==> src/rtl/core/uri_percent_decoder_top_macros.svh <==
// assertion macros shared by the uri percent decoder rtl
`ifndef URI_PERCENT_DECODER_TOP_MACROS_SVH
`define URI_PERCENT_DECODER_TOP_MACROS_SVH

// same-cycle implication, checked outside reset
`define UPD_ASSERT_NOW(label, clk_s, rstn_s, ante, cons, msg) \
    label: assert property (@(posedge clk_s) disable iff (!rstn_s) (ante) |-> (cons)) \
        else $error(msg);

// next-cycle implication, checked outside reset
`define UPD_ASSERT_NEXT(label, clk_s, rstn_s, ante, cons, msg) \
    label: assert property (@(posedge clk_s) disable iff (!rstn_s) (ante) |=> (cons)) \
        else $error(msg);

`endif

==> src/rtl/core/upd_pkg.sv <==
// shared types, constants and hex helper for the uri percent decoder
package upd_pkg;

    localparam int IdxW = 12;

    localparam logic [7:0] CharNul     = 8'h00;
    localparam logic [7:0] CharPercent = 8'h25;
    localparam logic [7:0] CharQuest   = 8'h3f;
    localparam logic [7:0] CharHash    = 8'h23;
    localparam logic [7:0] CharZero    = 8'h30;
    localparam logic [7:0] CharUpperA  = 8'h41;
    localparam logic [7:0] CaseMask    = 8'hdf;
    localparam logic [7:0] DigitTen    = 8'd10;

    // scan mode, one-hot
    typedef enum logic [4:0] {
        MODE_PATH      = 5'b00001,
        MODE_HEX1      = 5'b00010,
        MODE_HEX2      = 5'b00100,
        MODE_FRAG_SCAN = 5'b01000,
        MODE_IGNORE    = 5'b10000
    } mode_t;

    // one result request
    typedef struct packed {
        logic [7:0]      out_byte;
        logic            is_end;
        logic            illegal;
        logic            has_query;
        logic [IdxW-1:0] query_offset;
    } result_t;

    // loose hex digit value, no digit check, wraps at 8 bits
    function automatic logic [7:0] hex_value(input logic [7:0] x);
        logic [7:0] v;
        if (x >= CharUpperA)
        begin
            v = (x & CaseMask) - CharUpperA + DigitTen;
        end
        else
        begin
            v = x - CharZero;
        end
        return v;
    endfunction

endpackage

==> src/rtl/core/uri_percent_decoder_top.sv <==
// Percent decoder for a uri path, one byte per request, 0 ends the uri. Sustains one request per
// clock while no result is held by out_stall: each byte goes into an input register, the scan
// mode machine decodes it and writes at most one result into the output register, so a result
// is presented after its request has passed the input register and the scan mode machine. The
// output register accepts a new result in the cycle its old one is taken, so the input side only
// stalls while a result is held by out_stall. want_query is written through cfg_valid/cfg_ready
// (always ready) and should change only while the decoder is idle.
`include "uri_percent_decoder_top_macros.svh"

module uri_percent_decoder_top #(
    parameter int MAX_URI_LEN = 4096
) (
    input  logic                   clk,
    input  logic                   rst_n,
    input  logic                   cfg_valid,
    output logic                   cfg_ready,
    input  logic                   want_query,
    input  logic                   in_valid,
    output logic                   in_stall,
    input  logic [7:0]             in_byte,
    output logic                   out_valid,
    input  logic                   out_stall,
    output logic [7:0]             out_byte,
    output logic                   is_end,
    output logic                   illegal,
    output logic                   has_query,
    output logic [upd_pkg::IdxW-1:0] query_offset
);
    import upd_pkg::*;

    logic       want_query_reg;
    logic       in_valid_reg, in_valid_next;
    logic [7:0] in_byte_reg;
    logic       out_valid_reg, out_valid_next;
    result_t    out_res_reg;

    logic       out_free;
    logic       step;
    logic       res_valid;
    result_t    res;

    // config register
    assign cfg_ready = 1'b1;

    always_ff @(posedge clk or negedge rst_n)
    begin
        if (!rst_n)
        begin
            want_query_reg <= 1'b1;
        end
        else if (cfg_valid && cfg_ready)
        begin
            want_query_reg <= want_query;
        end
    end

    // handshake: output register frees when empty or taken
    assign out_free = !out_valid_reg || !out_stall;
    assign step     = in_valid_reg && out_free;
    assign in_stall = in_valid_reg && !out_free;

    always_comb
    begin
        in_valid_next = in_valid_reg;
        if (!in_stall)
        begin
            in_valid_next = in_valid;
        end
        out_valid_next = out_valid_reg;
        if (out_free)
        begin
            out_valid_next = step && res_valid;
        end
    end

    // valid registers of the input and output stages
    always_ff @(posedge clk or negedge rst_n)
    begin
        if (!rst_n)
        begin
            in_valid_reg  <= 1'b0;
            out_valid_reg <= 1'b0;
        end
        else
        begin
            in_valid_reg  <= in_valid_next;
            out_valid_reg <= out_valid_next;
        end
    end

    // payload registers
    always_ff @(posedge clk)
    begin
        if (in_valid && !in_stall)
        begin
            in_byte_reg <= in_byte;
        end
        if (step && res_valid)
        begin
            out_res_reg <= res;
        end
    end

    // decode core
    upd_core #(
        .MAX_URI_LEN (MAX_URI_LEN)
    ) u_core (
        .clk        (clk),
        .rst_n      (rst_n),
        .step       (step),
        .byte_in    (in_byte_reg),
        .want_query (want_query_reg),
        .res_valid  (res_valid),
        .res        (res)
    );

    assign out_valid    = out_valid_reg;
    assign out_byte     = out_res_reg.out_byte;
    assign is_end       = out_res_reg.is_end;
    assign illegal      = out_res_reg.illegal;
    assign has_query    = out_res_reg.has_query;
    assign query_offset = out_res_reg.query_offset;

    // status fields are clear on data results
    `UPD_ASSERT_NOW(a_data_status_clear, clk, rst_n, out_valid && !is_end, !illegal && !has_query && (query_offset == '0), "status set on a data result")
    // an escape cut short never reports a query
    `UPD_ASSERT_NOW(a_illegal_no_query, clk, rst_n, out_valid && illegal, is_end && !has_query, "illegal end result reports a query")
    // the input side stalls only behind a held result
    `UPD_ASSERT_NOW(a_stall_cause, clk, rst_n, in_stall, in_valid_reg && out_valid_reg && out_stall, "input stalled without a held result")

endmodule

==> src/rtl/core/upd_core.sv <==
// scan mode machine: decodes one byte per step and tracks the query start
`include "uri_percent_decoder_top_macros.svh"

module upd_core #(
    parameter int MAX_URI_LEN = 4096
) (
    input  logic            clk,
    input  logic            rst_n,
    input  logic            step,
    input  logic [7:0]      byte_in,
    input  logic            want_query,
    output logic            res_valid,
    output upd_pkg::result_t res
);
    import upd_pkg::*;

    localparam int CapInt = (MAX_URI_LEN - 1 > 4095) ? 4095 : (MAX_URI_LEN - 1);
    localparam logic [IdxW-1:0] IdxCap = IdxW'(CapInt);

    mode_t           mode_reg,        mode_next;
    logic [7:0]      first_hex_reg,   first_hex_next;
    logic [IdxW-1:0] byte_index_reg,  byte_index_next;
    logic [IdxW-1:0] query_start_reg, query_start_next;
    logic            query_found_reg, query_found_next;

    logic [IdxW-1:0] idx_inc;
    logic            bad;
    logic [7:0]      hi_val;
    logic [7:0]      lo_val;

    // saturating index of the byte after this one
    assign idx_inc = (byte_index_reg >= IdxCap) ? IdxCap : (byte_index_reg + 1'b1);

    // loose hex values of the two escape bytes
    assign hi_val = hex_value(first_hex_reg);
    assign lo_val = hex_value(byte_in);

    // per-byte decode and state update
    always_comb
    begin
        mode_next        = mode_reg;
        first_hex_next   = first_hex_reg;
        byte_index_next  = byte_index_reg;
        query_start_next = query_start_reg;
        query_found_next = query_found_reg;
        res_valid        = 1'b0;
        res              = '0;
        bad              = mode_reg inside {MODE_HEX1, MODE_HEX2};

        if (step)
        begin
            if (byte_in == CharNul)
            begin
                // end of uri: report status and start over
                res_valid     = 1'b1;
                res.is_end    = 1'b1;
                res.illegal   = bad;
                res.has_query = !bad && query_found_reg;
                if (!bad && query_found_reg)
                begin
                    res.query_offset = query_start_reg;
                end
                mode_next        = MODE_PATH;
                first_hex_next   = '0;
                byte_index_next  = '0;
                query_start_next = '0;
                query_found_next = 1'b0;
            end
            else
            begin
                byte_index_next = idx_inc;
                case (mode_reg)
                    MODE_PATH:
                    begin
                        if (byte_in == CharPercent)
                        begin
                            mode_next = MODE_HEX1;
                        end
                        else if (byte_in == CharQuest)
                        begin
                            if (want_query)
                            begin
                                query_start_next = idx_inc;
                                query_found_next = 1'b1;
                            end
                            mode_next = MODE_IGNORE;
                        end
                        else if (byte_in == CharHash)
                        begin
                            mode_next = want_query ? MODE_FRAG_SCAN : MODE_IGNORE;
                        end
                        else
                        begin
                            res_valid    = 1'b1;
                            res.out_byte = byte_in;
                        end
                    end
                    MODE_HEX1:
                    begin
                        first_hex_next = byte_in;
                        mode_next      = MODE_HEX2;
                    end
                    MODE_HEX2:
                    begin
                        res_valid    = 1'b1;
                        res.out_byte = {hi_val[3:0], 4'b0000} + lo_val;
                        mode_next    = MODE_PATH;
                    end
                    MODE_FRAG_SCAN:
                    begin
                        if (byte_in == CharQuest)
                        begin
                            query_start_next = idx_inc;
                            query_found_next = 1'b1;
                            mode_next        = MODE_IGNORE;
                        end
                    end
                    default:
                    begin
                        mode_next = MODE_IGNORE;
                    end
                endcase
            end
        end
    end

    // state registers
    always_ff @(posedge clk or negedge rst_n)
    begin
        if (!rst_n)
        begin
            mode_reg        <= MODE_PATH;
            first_hex_reg   <= '0;
            byte_index_reg  <= '0;
            query_start_reg <= '0;
            query_found_reg <= 1'b0;
        end
        else
        begin
            mode_reg        <= mode_next;
            first_hex_reg   <= first_hex_next;
            byte_index_reg  <= byte_index_next;
            query_start_reg <= query_start_next;
            query_found_reg <= query_found_next;
        end
    end

    // an end byte returns the scanner to a clean path state
    `UPD_ASSERT_NEXT(a_end_clears, clk, rst_n, step && (byte_in == CharNul), (mode_reg == MODE_PATH) && (byte_index_reg == '0) && !query_found_reg, "scan state not cleared after end of uri")
    // a recorded query start always points past the question mark
    `UPD_ASSERT_NOW(a_query_start_nonzero, clk, rst_n, query_found_reg, (query_start_reg != '0) && (query_start_reg <= IdxCap), "query start out of range")

endmodule
==> config.mk <==
export PLATFORM = sky130hd
export DESIGN_NAME = uri_percent_decoder_top
export DESIGN_NICKNAME = d
export VERILOG_FILES = /design/src/rtl/core/upd_pkg.sv /design/src/rtl/core/uri_percent_decoder_top.sv /design/src/rtl/core/upd_core.sv
export VERILOG_INCLUDE_DIRS = /design/src /design/src/rtl/core
export SDC_FILE = /design/constraint.sdc
export NUM_CORES = 1
export LEC_CHECK = 0
export BUFFER_PORTS_ARGS = -buffer_cell sky130_fd_sc_hd__buf_2
export CAP_MARGIN = 15
export CORE_MARGIN = 2
export CORE_UTILIZATION = 63
export DETAILED_ROUTE_END_ITERATION = 6
export MAX_ROUTING_LAYER = met4
export PLACE_DENSITY = 0.85
export SLEW_MARGIN = 20
export SYNTH_ARGS = -nofsm -noshare
export SYNTH_HDL_FRONTEND = slang
export SYNTH_SLANG_ARGS = --single-unit
export TNS_END_PERCENT = 5
==> constraint.sdc <==
create_clock -name clk -period 7.5 [get_ports clk]
set_clock_uncertainty 0.1 [all_clocks]
set_input_delay 2.25 -clock clk [delete_from_list [all_inputs] [get_ports clk]]
set_output_delay 2.25 -clock clk [all_outputs]
set_load 0.01 [all_outputs]
---- Yosys cells after proc, flatten, opt, wreduce, memory -nomap -nowiden ----
Index checks and enable logic that the tools add are counted.
word-level totals
  register bits after elaboration ......... 72
  output and inout bits ................... 26
cells by class
  add/subtract/negate cells ............... 8
  magnitude comparators ................... 3
  equality and inequality tests ........... 12
  multiplexer cells ....................... 37
  bitwise operators ....................... 1
  reductions and logical operators ........ 21
operator list
  kind                                                                count
  2-to-1 mux 12 bit                                                   8
  2-to-1 mux 8 bit                                                    6
  2-to-1 mux 5 bit                                                    6
  equality test 8 x 6 -> 1 bit (second input constant)                3
  one-hot mux 12 bit (2 select lines)                                 1
  one-hot mux 5 bit (4 select lines)                                  1
  greater-or-equal comparator 8 x 7 -> 1 bit (second input constant)  2
  one-hot mux 8 bit (2 select lines)                                  1
  2-to-1 mux 15 bit                                                   1
  adder 12 x 1 -> 12 bit (second input constant)                      1
  greater-or-equal comparator 12 bit (second input constant)          1
  2-to-1 mux 1 bit                                                    10
  adder 8 x 4 -> 8 bit (second input constant)                        1
  adder 8 bit                                                         1
  zero test 8 bit                                                     1
  subtractor 4 x 1 -> 4 bit (second input constant)                   2
  subtractor 8 x 6 -> 8 bit (second input constant)                   1
  subtractor 8 x 7 -> 8 bit (second input constant)                   1
  inequality test 3 x 1 -> 1 bit (second input constant)              2
  inequality test 3 x 2 -> 1 bit (second input constant)              2
  AND reduction 3 bit                                                 2
  AND reduction 6 bit                                                 1
  equality test 5 x 1 -> 1 bit (second input constant)                1
  equality test 5 x 2 -> 1 bit (second input constant)                1
  14 further kinds                                                    25

---- Longest topological paths before layout ----
Gate-level depths: netlist of run 1.
  word-level depth ........................ 8
  gate-level depth with buffers ........... 14
  depth with buffers taken out ............ 13

---- Cells and area by module ----
From an unflattened synthesis of run 1, not the netlist that was laid out.
second synthesis, totals
  cell total of the unflattened synthesis .. 340
  area total of the unflattened synthesis .. 3,701.0 sq um
by module, submodules not included
  module                   instances  cells an instance  area each (sq um)  seq. area each (sq um)
  upd_core                 1          294                2,622.5            952.2
  uri_percent_decoder_top  1          46                 1,078.5            1,007.2

---- Worst setup path before layout of run 1 ----
OpenSTA, ideal clock, no wires.
  path type ............................... input to output
  start ................................... in out_stall
  end ..................................... out in_stall
  arrival time ............................ 2.427 ns
  path slack .............................. 2.723 ns
  cell stages on the path ................. 2
  path buffers ............................ 0
  cell sequence ........................... nand3_1 -> inv_1
on the way
  cells in the longest elaborated chain, start to end .. 4
RTL lines
  item               line                           RTL
  start, declared    uri_percent_decoder_top.sv:22  input logic out_stall,
  zero test 1 bit    uri_percent_decoder_top.sv:58  assign out_free = !out_valid_reg || !out_stall;
  logical OR 1 bit   uri_percent_decoder_top.sv:58
  zero test 1 bit    uri_percent_decoder_top.sv:60  assign in_stall = in_valid_reg && !out_free;
  logical AND 1 bit  uri_percent_decoder_top.sv:60
  end, declared      uri_percent_decoder_top.sv:19  output logic in_stall,
No other way between the ends.

---- Worst setup path after layout of run 1 ----
Same ends and word-level chain as after synthesis.

==> results of run 1 <==
## cells in the final DEF (no fill, tap or decap), types with 15 or more instances in the layout
cell      instances
a21oi_1          15
nand2_1          32
inv_1            15
o21ai_0          29
nor2_1           20
and2_1           17
buf_2            38
edfxtp_1         31
ha_1             15
dfrtp_1          39
## critical path, stage by stage
cell and delay, ns:
buf_2 0.11, nand3_1 0.10, inv_1 0.05, buf_2 0.13
## cells by family after synthesis
logic type,share of synthesized area (%)
buf+inv,3.56
simple gates,17.9
compound gates,14.4
mux,2.75
flops,52.6
xor+xnor,3.06
other cells,0.101
fa+ha+maj,5.57
## cell type report
class / instances / area (µm²)
well taps: 75 / 93.8
multi-input cells: 244 / 1640
repair buffers: 38 / 190
clock buffers: 10 / 138
inverters: 15 / 56.3
clock inverters: 6 / 68.8
flip-flops and latches: 72 / 1960
fillers: 437 / 1670
## power groups by stage
stage          Sequential, mW  Clock, mW  Combinational [mW]
3_3_place_gp            0.533          0               0.232
6_report                0.530      0.313               0.243
2_1_floorplan           0.530          0               0.178
5_1_grt                 0.539      0.331               0.273
3_5_place_dp            0.536          0               0.240
4_1_cts                 0.529      0.316               0.242
## metal layers
| metal | up-vias | GRT usage (%) | share of wire, % |
|---|---|---|---|
| li1 | 1319 | - | - |
| met1 | 1342 | 37.0 | 47 |
| met2 | 90 | 36.5 | 46 |
| met3 | 11 | 4.67 | 5.0 |
| met4 | 0 | 9.49 | 1.6 |
| met5 | - | - | 0 |
## stage by stage
step                util (%)  hold WS [ns]  setup WS (ns)  instance area (µm²)  total power, mW
finish                  71.3         0.378           2.51                 4150             1.09
global route            71.3         0.415           2.46                 4150             1.14
CTS                     71.2         0.384           2.50                 4140             1.09
detailed placement      67.6         0.365           2.50                 3930            0.776
global placement        67.6         0.355           2.53                 3930            0.765
floorplan                  -         0.340           2.72                 3730            0.707
## final timing paths
check                                                             end  slack [ns]  depth (start not counted)
worst max-delay path                                         in_stall        2.51                          4
worst min-delay path            u_core.query_start_reg[2]$_DFFE_PN0P_        0.38                          2
worst max register to register              out_byte[7]$_SDFFCE_PP0P_        3.51                         12
worst min register to register  u_core.query_start_reg[2]$_DFFE_PN0P_        0.38                          2
max in group asynchronous         u_core.first_hex_reg[1]$_DFFE_PN0P_        4.80                          1
min in group asynchronous              u_core.mode_reg[1]$_DFFE_PN0P_        1.92                          1
==> qor.yml, run 1 <==
cts_buffer_depth: 2
crit_path_max_fanout: 3
ys_top_cells_by_area: "dfrtp_1, edfxtp_1, ha_1"
yosys.area.top_type_share_pct: 26.2
final_hold_viol_count: 0
ys_seq_elements: 72
maxSlewViolCount: 0
wire_per_inst_um: 16.3
fin_cells: 460
syn_area_um2: 3730
p_leak_nw: 1.82
min_path_type: "flop to flop"
arrival_ns: 2.64
clk_latency_ns: 0.35
rsz0062_at_grt: "false"
combPwrFrac_pct: 22.4
areaGrowthSynthToFinish_pct: 11.2
yosysMostFrequentCell: "dfrtp_1"
drcViolationCount: 0
hpwl_mm: 5.16
clk_pin_slew_ns: 0.08
setup_viol: 0
grt_overflow: 0
first_global_vias: 2483
cp.required_ns: 5.15
hold_buffers: 0
rows: 28
initial_core_util_pct: 64.1
die_x_um: 80.9
cts_made_buffers: 9
nets: 410
critical_path_class: "primary input to primary output"
ir_drop_mv: 0.210
post-route-period-util_pct: 66.6
clock_power_share_pct: 28.8
h-tree-depth: 3
cap_viol_max_count: 0
synth-edff-count: 31
synth_flop_cell: "dfrtp_1"
die-area_um2: 6550
cts_setup_buffers: 0
routabilityCongestion: 0.904
fin_crit_ns: 4.99
grt_util_all_layers_pct: 25.6
drive_gt1_share_pct: 20.3
port_buffers: 38
final.setup.tns_ns: 0
ios: 40
vias: 2762
swShare_pct: 31.8
reg2reg_from: "in_byte_reg[0]$_DFFE_PP_"
grt_max_degree: 42
holdCritStartpoint: "u_core.query_start_reg[2]$_DFFE_PN0P_"
cts_tree: "done"
tightest_slew_ns: 1.02
syn_nets: 378
vias_per_cell: 6.00
synth_cell_types: 59
synth_top_area_cell: "dfrtp_1"
route.antenna.remaining_nets: 0
slew_headroom_pct: 32.1
synth_seq_area_share_pct: 52.6
syn_inst: 348
cp-startpoint: "out_stall"
die_h_um: 80.9
syn_avg_cell_area_um2: 10.7
core_um2: 5820
n_antenna_cell: 0
powerDensity_nw_per_um2: 262
internal_power_mw: 0.740
drt_iter0_markers: 232
seq_power_share_pct: 48.8
cts.sinks: 72
endpoint_kind: "primary output"
status: "complete, no violations"
synth_async_sr_flop_share_pct: 56.9
cts_root_buf: "clkbuf_8"
post-place-cells: 444
ys_warn_count: 0
crit_path_start_kind: "primary input"
synthTopCellsByCount: "dfrtp_1, nand2_1, edfxtp_1, o21ai_0, nor2_1"
dr.pass1.iters: 4
routed_wl_mm: 7.51
post_cts_resized: 0
p_switching_mw: 0.346
grt_antenna_before_repair: 0
clock.fmax_ghz: 0.200
grt_pass1_wl_mm: 12.3
Note: power is estimated with default switching activity, not from simulation.
==> run 2, diff against run 1 <==
Settings changed: CORE_UTILIZATION 63 to 59, PLACE_DENSITY 0.85 to 0.8.
Clock period 7.5 ns to 4.9 ns, I/O delays scaled along.
==> run 2 against run 1 <==
Critical endpoint is now out_byte[7]$_SDFFCE_PP0P_. Non-clock buffer count rose by 1. Design area is 0.24% higher. Register-to-register slack worse by 2.3 ns. Core utilization decreased by 2.3 points. Power is 53% higher.
==> qor.yml, run 2 (synthesis gave the netlist of run 1 again) <==
clk_latency_ns: 0.35
reg2reg_from: "in_byte_reg[4]$_DFFE_PP_"
combPwrFrac_pct: 22.7
die_x_um: 83.5
wire_per_inst_um: 16.9
port_buffers: 38
route.antenna.remaining_nets: 0
layout_common_cells: "dfrtp_1, buf_2, nand2_1, edfxtp_1, o21ai_0"
crit_family: "compound AO/OA/AOI/OAI gates"
arrival_ns: 3.68
dr.pass1.iters: 5
swShare_pct: 32.4
timing.rr.end: "out_byte[7]$_SDFFCE_PP0P_"
fin_crit_ns: 3.64
clk_pin_slew_ns: 0.08
setup_viol: 0
die_h_um: 83.5
cts.sinks: 72
cts_buffer_depth: 2
hold_buffers: 0
clock.fmax_ghz: 0.275
cpMostUsedCell: "ha_1"
critical_path_class: "flop to flop"
nets: 411
hold_path_end: "u_core.query_start_reg[0]$_DFFE_PN0P_"
ios: 40
die-area_um2: 6970
powerDensity_nw_per_um2: 401
post-route-period-util_pct: 74.3
tightest_slew_ns: 0.909
holdCritStartpoint: "u_core.query_start_reg[0]$_DFFE_PN0P_"
power.total_mw: 1.67
grt_pass1_wl_mm: 13.3
ir_drop_mv: 0.277
hpwl_mm: 5.39
internal_power_mw: 1.13
clock_power_share_pct: 28.8
slowest_stage: "edfxtp_1"
min_path_type: "flop to flop"
cts_made_buffers: 9
seq_power_share_pct: 48.5
endpoint_kind: "flop"
cts_setup_buffers: 0
slew_headroom_pct: 39.4
grt_overflow: 0
routed_wl_mm: 7.78
drive_gt1_share_pct: 20.5
n_antenna_cell: 0
critPathBufInv: 1
cts_root_buf: "clkbuf_8"
routabilityCongestion: 0.934
cp-startpoint: "in_byte_reg[4]$_DFFE_PP_"
vias_per_cell: 5.96
areaGrowthSynthToFinish_pct: 11.5
h-tree-depth: 3
dp_slack_ns: 1.30
worstPathCellList: "inv_1 > ha_1 > nor4bb_1 > o2bb2ai_1 > o21ai_0 > ha_1 > a21o_1 > a21oi_1 > xor2_1 > xnor2_1 > mux2_2 > o41ai_1"
crit_path_max_fanout: 11
p_leak_nw: 1.83
cap_viol_max_count: 0
cp.required_ns: 4.93
p_switching_mw: 0.540
cts_tree: "done"
drcViolationCount: 0
cp_slowest_stage_delay_ns: 0.49
grt_util_all_layers_pct: 24.7
fillers: 471
reg2reg_depth: 12
crit_path_start_kind: "flop"
initial_core_util_pct: 61.8
fin_ws_ns: 1.26
finish.utilization_pct: 69.0
rsz0062_at_grt: "false"
final_common_cell: "dfrtp_1"
maxSlewViolCount: 0
rrSetupSlack_ns: 1.26
drt_iter0_markers: 210
rows: 28
first_global_vias: 2775
status: "complete, no violations"
grt_antenna_before_repair: 0
final.setup.tns_ns: 0
vias: 2747
post_cts_resized: 0
core_um2: 6030
holdPathStages: 2
final_hold_viol_count: 0
grt_max_degree: 42
-- run 2: changes by cell type in the layout (fill, tap and decap cells not counted) --
cell      delta
buf_8        +1
clkbuf_8     -1
clkinv_4     -2
inv_6        +3
-- run 2: worst max path at each step --
stage,end,slack (ns),cells past startpoint
final,out_byte[7]$_SDFFCE_PP0P_,1.26,12
after global routing,out_byte[7]$_SDFFCE_PP0P_,1.08,12
after CTS,out_byte[7]$_SDFFCE_PP0P_,1.28,12
after detailed placement,out_byte[7]$_SDFFCE_PP0P_,1.30,12
after global placement,out_byte[7]$_SDFFCE_PP0P_,1.44,12
after floorplan,out_byte[7]$_SDFFCE_PP0P_,1.65,13
-- run 2: layout make-up --
class / instances / area, µm² / share of cell area [%]
Multi-Input combinational cell: 244 / 1640 / 39.4
Sequential cell: 72 / 1960 / 47.2
Clock buffer: 9 / 124 / 2.98
Inverter: 15 / 56.3 / 1.36
Clock inverter: 7 / 77.6 / 1.87
Timing Repair Buffer: 39 / 205 / 4.94
Tap cell: 75 / 93.8 / 2.26
-- run 2: per-stage QoR --
stage               cell area (µm²)  instances  hold slack, ns
floorplan                      3730        348           0.340
global route                   4160        461           0.398
detailed placement             3930        444           0.364
CTS                            4140        460           0.383
global placement               3930        444           0.357
finish                         4160        461           0.377
-- run 2: per-layer routing --
layer / global-route usage [%] / vias to the layer above / share of wire [%]
li1: - / 1318 / -
met1: 34.9 / 1317 / 49
met2: 34.9 / 98 / 44
met3: 5.44 / 14 / 5.7
met4: 10.1 / 0 / 1.8
met5: - / - / 0
-- run 2: worst register-to-register path, delay by kind of cell, from the launching register on --
kind | cells | cell delay, ns
AO/OA/AOI/OAI | 5 | 1.15
adder cells (fa/ha/maj) | 2 | 0.50
flip-flops | 1 | 0.49
AND/OR/NAND/NOR | 1 | 0.36
multiplexers | 1 | 0.36
XOR/XNOR | 2 | 0.34
buffers and inverters | 1 | 0.12
-- run 2: power by group through the flow --
stage	registers, mW	logic [mW]	clock network, mW
after floorplan	0.811	0.272	0
after global placement	0.815	0.361	0
after detailed placement	0.820	0.366	0
after CTS	0.807	0.370	0.487
after global routing	0.822	0.427	0.520
final	0.808	0.378	0.481
